**config.mk**
```make
export PLATFORM = sky130hd
export DESIGN_NAME = breakpoint_slot_allocator_unit
export DESIGN_NICKNAME = d
export VERILOG_FILES = /design/src/rtl/bsa_pkg.sv /design/src/rtl/bsa_decide.sv /design/src/rtl/breakpoint_slot_allocator_unit.sv
export SDC_FILE = /design/constraint.sdc
export NUM_CORES = 1
export LEC_CHECK = 0
export BUFFER_PORTS_ARGS = -buffer_cell sky130_fd_sc_hd__buf_2
export CORE_MARGIN = 1.5
export CORE_UTILIZATION = 50
export DETAILED_ROUTE_END_ITERATION = 8
export PLACE_DENSITY = 0.83
export SLEW_MARGIN = 10
export SYNTH_ARGS = -nofsm -noshare
export SYNTH_HDL_FRONTEND = slang
export SYNTH_SLANG_ARGS = --single-unit
export TNS_END_PERCENT = 30
```
**constraint.sdc**
```tcl
create_clock -name clk -period 7.1 [get_ports clk]
set_input_delay 1.775 -clock clk [delete_from_list [all_inputs] [get_ports clk]]
set_output_delay 1.775 -clock clk [all_outputs]
set_load 0.05 [all_outputs]
```
**src/rtl/bsa_pkg.sv**
```systemverilog
// ----------------------------------------------------------------------------
// bsa_pkg
// Shared types and codes for the breakpoint slot allocator.
// ----------------------------------------------------------------------------
`default_nettype none

package bsa_pkg;

  localparam int unsigned SLOT_COUNT = 4;
  localparam int unsigned LIMIT_WIDTH = 64;

  localparam logic [LIMIT_WIDTH-1:0] LIMIT_RESET = 64'h0000_8000_0000_0000;

  localparam logic [1:0] ST_OK     = 2'd0;
  localparam logic [1:0] ST_BOUNDS = 2'd1;
  localparam logic [1:0] ST_FULL   = 2'd2;

  localparam logic [1:0] MODE_EXACT = 2'd0;
  localparam logic [1:0] MODE_INCL  = 2'd1;
  localparam logic [1:0] MODE_EXCL  = 2'd2;

  localparam logic [1:0] RANGE_NONE = 2'd0;

  localparam logic [2:0] SLOT_NONE = 3'd0;

  typedef struct packed {
    logic [1:0]            status;
    logic [2:0]            slot;
    logic [SLOT_COUNT-1:0] en_set;   // slots whose enable bit gets set
    logic [SLOT_COUNT-1:0] addr_wr;  // slots whose address gets written
    logic                  use_end;  // second slot of a pair takes the end address
    logic                  lo_range;
    logic                  hi_range;
    logic [1:0]            range_mode;
  } bsa_decision_t;

endpackage

`default_nettype wire

```
**src/rtl/bsa_decide.sv**
```systemverilog
// ----------------------------------------------------------------------------
// bsa_decide
// Bounds check and slot choice for one breakpoint request.
// ----------------------------------------------------------------------------
`default_nettype none

module bsa_decide #(
  parameter int NUM_SLOTS = 4
) (
  input  wire logic [63:0]                      start_address,
  input  wire logic [63:0]                      end_address,
  input  wire logic [1:0]                       match_mode,
  input  wire logic [bsa_pkg::LIMIT_WIDTH-1:0]  address_limit,
  input  wire logic [bsa_pkg::SLOT_COUNT-1:0]   slot_enabled,
  input  wire logic [1:0]                       low_pair_range_mode,
  input  wire logic [1:0]                       high_pair_range_mode,
  output bsa_pkg::bsa_decision_t                decision
);

  logic [bsa_pkg::SLOT_COUNT-1:0] used;
  logic u1, u2, u3, u4;
  logic start_bad, end_bad;

  always_comb begin
    for (int i = 0; i < bsa_pkg::SLOT_COUNT; i++) begin
      used[i] = (i + 1 > NUM_SLOTS) || slot_enabled[i];
    end
    // a pair in range mode blocks its second slot too
    if (low_pair_range_mode != bsa_pkg::RANGE_NONE) used[1] = 1'b1;
    if (high_pair_range_mode != bsa_pkg::RANGE_NONE) used[3] = 1'b1;
  end

  assign u1 = used[0];
  assign u2 = used[1];
  assign u3 = used[2];
  assign u4 = used[3];

  assign start_bad = (start_address >= address_limit);
  assign end_bad   = (end_address >= address_limit);

  always_comb begin
    decision            = '0;
    decision.status     = bsa_pkg::ST_OK;
    decision.slot       = bsa_pkg::SLOT_NONE;
    decision.range_mode = (match_mode == bsa_pkg::MODE_EXCL) ? bsa_pkg::MODE_EXCL
                                                             : bsa_pkg::MODE_INCL;
    if (start_bad) begin
      decision.status = bsa_pkg::ST_BOUNDS;
    end else if (match_mode != bsa_pkg::MODE_EXACT) begin
      decision.use_end = 1'b1;
      if (end_bad) begin
        decision.status = bsa_pkg::ST_BOUNDS;
      end else if (!u1 && !u2) begin
        decision.slot     = 3'd1;
        decision.en_set   = 4'b0001;
        decision.addr_wr  = 4'b0011;
        decision.lo_range = 1'b1;
      end else if (!u3 && !u4) begin
        decision.slot     = 3'd3;
        decision.en_set   = 4'b0100;
        decision.addr_wr  = 4'b1100;
        decision.hi_range = 1'b1;
      end else begin
        decision.status = bsa_pkg::ST_FULL;
      end
    end else begin
      // take slot 2 before slot 1 when slot 2 is free and pair 3-4 is half used
      if (!u1 && (u2 || (u3 == u4))) begin
        decision.slot = 3'd1;
        decision.en_set = 4'b0001;
      end else if (!u2) begin
        decision.slot = 3'd2;
        decision.en_set = 4'b0010;
      end else if (!u3) begin
        decision.slot = 3'd3;
        decision.en_set = 4'b0100;
      end else if (!u4) begin
        decision.slot = 3'd4;
        decision.en_set = 4'b1000;
      end else begin
        decision.status = bsa_pkg::ST_FULL;
      end
      decision.addr_wr = decision.en_set;
    end
    if (decision.status != bsa_pkg::ST_OK) begin
      decision.slot     = bsa_pkg::SLOT_NONE;
      decision.en_set   = '0;
      decision.addr_wr  = '0;
      decision.lo_range = 1'b0;
      decision.hi_range = 1'b0;
    end
  end

endmodule

`default_nettype wire

```
**src/rtl/breakpoint_slot_allocator_unit.sv**
```systemverilog
// the slot decision is one combinational pass between the input and the result register
// throughput: one request per cycle unless m_tready stalls the result; each request sees
// the slot state left by the one before
// reset: all slots free, no range pairs, debug flag clear, address limit 0x0000800000000000
// ----------------------------------------------------------------------------
// breakpoint_slot_allocator_unit
// Allocates address-compare slots for exact and range breakpoint requests.
// ----------------------------------------------------------------------------
`default_nettype none

module breakpoint_slot_allocator_unit #(
  parameter int NUM_SLOTS  = 4,
  parameter int ADDR_WIDTH = 64
) (
  input  wire logic         clk,
  input  wire logic         rst,
  input  wire logic         s_tvalid,
  output logic              s_tready,
  // [63:0] start_address, [127:64] end_address, [129:128] match_mode, [135:130] zero
  input  wire logic [135:0] s_tdata,
  output logic              m_tvalid,
  input  wire logic         m_tready,
  // [1:0] status, [4:2] slot_number, [7:5] zero
  output logic [7:0]        m_tdata,
  input  wire logic         cfg_valid,
  output logic              cfg_ready,
  input  wire logic [63:0]  cfg_data
);

  logic                                 in_valid;
  logic [63:0]                          in_start;
  logic [63:0]                          in_end;
  logic [1:0]                           in_mode;
  logic                                 out_move;
  logic                                 step;

  logic [bsa_pkg::LIMIT_WIDTH-1:0]      address_limit;
  logic [ADDR_WIDTH-1:0]                slot_address [bsa_pkg::SLOT_COUNT];
  logic [bsa_pkg::SLOT_COUNT-1:0]       slot_enabled;
  logic [1:0]                           low_pair_range_mode;
  logic [1:0]                           high_pair_range_mode;
  logic                                 debug_active;

  logic [1:0]                           res_status;
  logic [2:0]                           res_slot;

  bsa_pkg::bsa_decision_t               decision;

  assign out_move  = !m_tvalid || m_tready;
  assign step      = in_valid && out_move;
  assign s_tready  = !in_valid || out_move;
  assign cfg_ready = 1'b1;

  always_ff @(posedge clk) begin
    if (rst) begin
      address_limit <= bsa_pkg::LIMIT_RESET;
    end else if (cfg_valid) begin
      address_limit <= cfg_data;
    end
  end

  // input register
  always_ff @(posedge clk) begin
    if (rst) begin
      in_valid <= 1'b0;
    end else if (s_tready) begin
      in_valid <= s_tvalid;
    end
  end

  always_ff @(posedge clk) begin
    if (s_tready && s_tvalid) begin
      in_start <= s_tdata[63:0];
      in_end   <= s_tdata[127:64];
      in_mode  <= s_tdata[129:128];
    end
  end

  bsa_decide #(
    .NUM_SLOTS(NUM_SLOTS)
  ) u_decide (
    .start_address        (in_start),
    .end_address          (in_end),
    .match_mode           (in_mode),
    .address_limit        (address_limit),
    .slot_enabled         (slot_enabled),
    .low_pair_range_mode  (low_pair_range_mode),
    .high_pair_range_mode (high_pair_range_mode),
    .decision             (decision)
  );

  // slot state
  always_ff @(posedge clk) begin
    if (rst) begin
      slot_enabled         <= '0;
      low_pair_range_mode  <= bsa_pkg::RANGE_NONE;
      high_pair_range_mode <= bsa_pkg::RANGE_NONE;
      debug_active         <= 1'b0;
    end else if (step && (decision.status == bsa_pkg::ST_OK)) begin
      slot_enabled <= slot_enabled | decision.en_set;
      debug_active <= 1'b1;
      if (decision.lo_range) low_pair_range_mode <= decision.range_mode;
      if (decision.hi_range) high_pair_range_mode <= decision.range_mode;
    end
  end

  always_ff @(posedge clk) begin
    if (rst) begin
      for (int i = 0; i < bsa_pkg::SLOT_COUNT; i++) begin
        slot_address[i] <= '0;
      end
    end else if (step) begin
      for (int i = 0; i < bsa_pkg::SLOT_COUNT; i++) begin
        if (decision.addr_wr[i]) begin
          // second slot (odd index) of a range pair holds the end address
          if (decision.use_end && (i % 2 == 1)) begin
            slot_address[i] <= in_end[ADDR_WIDTH-1:0];
          end else begin
            slot_address[i] <= in_start[ADDR_WIDTH-1:0];
          end
        end
      end
    end
  end

  // result register
  always_ff @(posedge clk) begin
    if (rst) begin
      m_tvalid <= 1'b0;
    end else if (out_move) begin
      m_tvalid <= in_valid;
    end
  end

  always_ff @(posedge clk) begin
    if (step) begin
      res_status <= decision.status;
      res_slot   <= decision.slot;
    end
  end

  assign m_tdata = {3'b000, res_slot, res_status};

endmodule

`default_nettype wire

```
==> metrics.cfg <==
[status]
status = finished, final reports clean

[power_and_ir_drop]
combPwrFrac_pct = 11.7
power_switching_share_pct = 23.7
p_clk_share_pct = 41.1
power.internal_w = 0.00226
ir_drop_v = 0.000189
leakage_nw = 5.23
p_seq_share_pct = 47.2
power.density_nw_per_um2 = 245
power.switching_w = 0.000700

[critical_path]
worst_r2r_startpoint = address_limit[59]
crit_type = input pin to primary output
worstPathRequired_ps = 5330
critPathCaptureType = primary output
start_kind = input pin
cp.arrival_ps = 2400
r2r_slack_ps = 3750
reg2regPathDepth = 10
r2r-end = res_slot[1]
timing.critical_path.fanout_max = 4

[synth]
synthCells = 821
synth.distinct_cells = 59
synth_seq_area_share_pct = 55.6
synth_warnings = 0
yosysMostFrequentCell = edfxtp_1
synth_common_cells = edfxtp_1 (135), ha_1 (131), nor2_1 (92), dfxtp_1 (74), inv_1 (74)
yosysTopAreaCell = edfxtp_1
synth_edf_count = 135
yosysTopAreaCellShare_pct = 40.7
async_flop_share_pct = 0
synthFlopType = edfxtp_1
yosys-top-cells-area = edfxtp_1 (41%), ha_1 (16%), dfxtp_1 (15%)
syn_area_per_cell_um2 = 12.1
synth_area_um2 = 9950
ys_seq_elements = 209

[route]
drc = 0
firstDrtPassIters = 4
drt-total-wl_mm = 22.4
via_count = 7014
drtIter0Drc = 306
drt-met1-wl_mm = 9.52
via_per_inst = 5.31
routedWlPerCell_um = 16.9
wl_met2_mm = 10.7
dr.max_layer_used = met5
ant_nets = 0
wl_met3_mm = 1.54

[clocking]
post_cts_resized = 0
hold_buffers = 0
clkTransAtPathRegs_ps = 60
root_buffer = clkbuf_16
cts_tree = built
clock_latency_ps = 500
numCtsBuffers = 23
clock_sinks = 209
post_cts_buffers = 0
clockBufferDepth = 3
cts.htree.levels = 1

[die]
die_h_um = 144
start_util_pct = 51.1
die_x_um = 144
core_area_um2 = 19500
rows = 51
io_pins = 216
die_area_um2 = 20800

[place]
gp_congestion = 0.845
dp_hpwl_mm = 16.6
io_buffers = 205

[global_routing]
grt_first_pass_wirelength_mm = 34.8
antenna_found_initial = 6
grt_usage_pct = 21.5
first_global_vias = 7188
gr-total-overflow = 0
grt_start_max_net_pins = 60

[sta]
fin_skew_ps = 9.02
tns_ps = 0
slew_violations = 0
min_period_ps = 4170
timing.fmax_mhz = 240
slew_headroom_pct = 37.1
finalHoldViolations = 0
setup_viol = 0
fin_crit_sh_pct = 58.8
rsz0062_at_grt = false
worstMarginPinSlew_ps = 936

[hold_path]
hold-path-endpoint = low_pair_range_mode[1]
hold_depth = 1
min-delay-start = low_pair_range_mode[1]
hold_class = register to register

[layout]
area_delta_synth_final_pct = 21.0
nNetsFinal = 1372
drive_gt1_share_pct = 24.5
final_core_util_pct = 61.9

[run]
max-cap-violations = 0

[flip-flops by register name (all words and copies together), names as in the netlist]
signal and count:
low_pair_range_mode 2, res_slot 3, in_start 64, m_tvalid 1
res_status 2, high_pair_range_mode 2, in_end 64, address_limit 64
in_mode 2, in_valid 1, slot_enabled 4
[through the flow]
step / hold WS, ps / area (um2) / setup slack (ps) / power, W / std cells
floorplan: 427 / 9960 / 1330 / 0.00164 / 823
global placement: 468 / 11300 / 2950 / 0.00175 / 1276
detailed placement: 464 / 11300 / 2930 / 0.00177 / 1276
CTS: 485 / 12000 / 2930 / 0.00298 / 1318
global route: 495 / 12000 / 2860 / 0.00308 / 1321
finish: 490 / 12000 / 2930 / 0.00296 / 1322
[worst max path at each step]
stage	startpoint	endpoint	depth (start not counted)
final	m_tready	s_tready	4
after global routing	m_tready	s_tready	4
after CTS	m_tready	s_tready	4
after detailed placement	m_tready	s_tready	4
after global placement	m_tready	s_tready	4
after floorplan	m_tready	in_end[0]	3
[per-layer routing]
metal	up-vias	GRT usage, %
met2	207	37.9
met1	3309	26.0
met4	4	6.55
li1	3447	-
met5	-	0
met3	47	5.13
[layout make-up]
class,count,area [um2]
fillers,1509,7420
flip-flops and latches,209,5540
multi-input cells,519,4060
repair buffers,209,1060
clock buffers,30,632
well taps,265,332
inverters,74,278
clock inverters,12,143
diodes,4,10.0
[critical path, cell delays in order]
cell and delay, ps:
buf_2 100, nor2b_1 210, nand2_1 100, buf_2 220
[power by group through the flow]
stage               clock, W  sequential (W)  combinational, W
detailed placement         0         0.00142          0.000344
global route         0.00129         0.00140          0.000391
global placement           0         0.00142          0.000327
finish               0.00121         0.00140          0.000345
CTS                  0.00124         0.00140          0.000348
floorplan                  0         0.00142          0.000216
[layout by cell type, fill, tap and decap left out, types with 18 or more instances in the layout]
cell,count
nor2_1,92
nand2_1,31
inv_1,74
nand3_1,18
clkbuf_16,23
nand4_1,22
a21oi_1,42
dfxtp_1,74
ha_1,131
mux2i_1,63
edfxtp_1,135
buf_2,204
[logic make-up after synthesis]
group | after synthesis | share of synthesized area [%]
other | 2 | 0.0755
AOI/OAI and AO/OA | 126 | 8.74
muxes | 63 | 6.34
DFF | 209 | 55.6
adders and majority gates | 131 | 16.5
buffers and inverters | 95 | 3.73
and+or+nand+nor | 195 | 9.03
No activity file was read; power rests on OpenSTA's default activity.
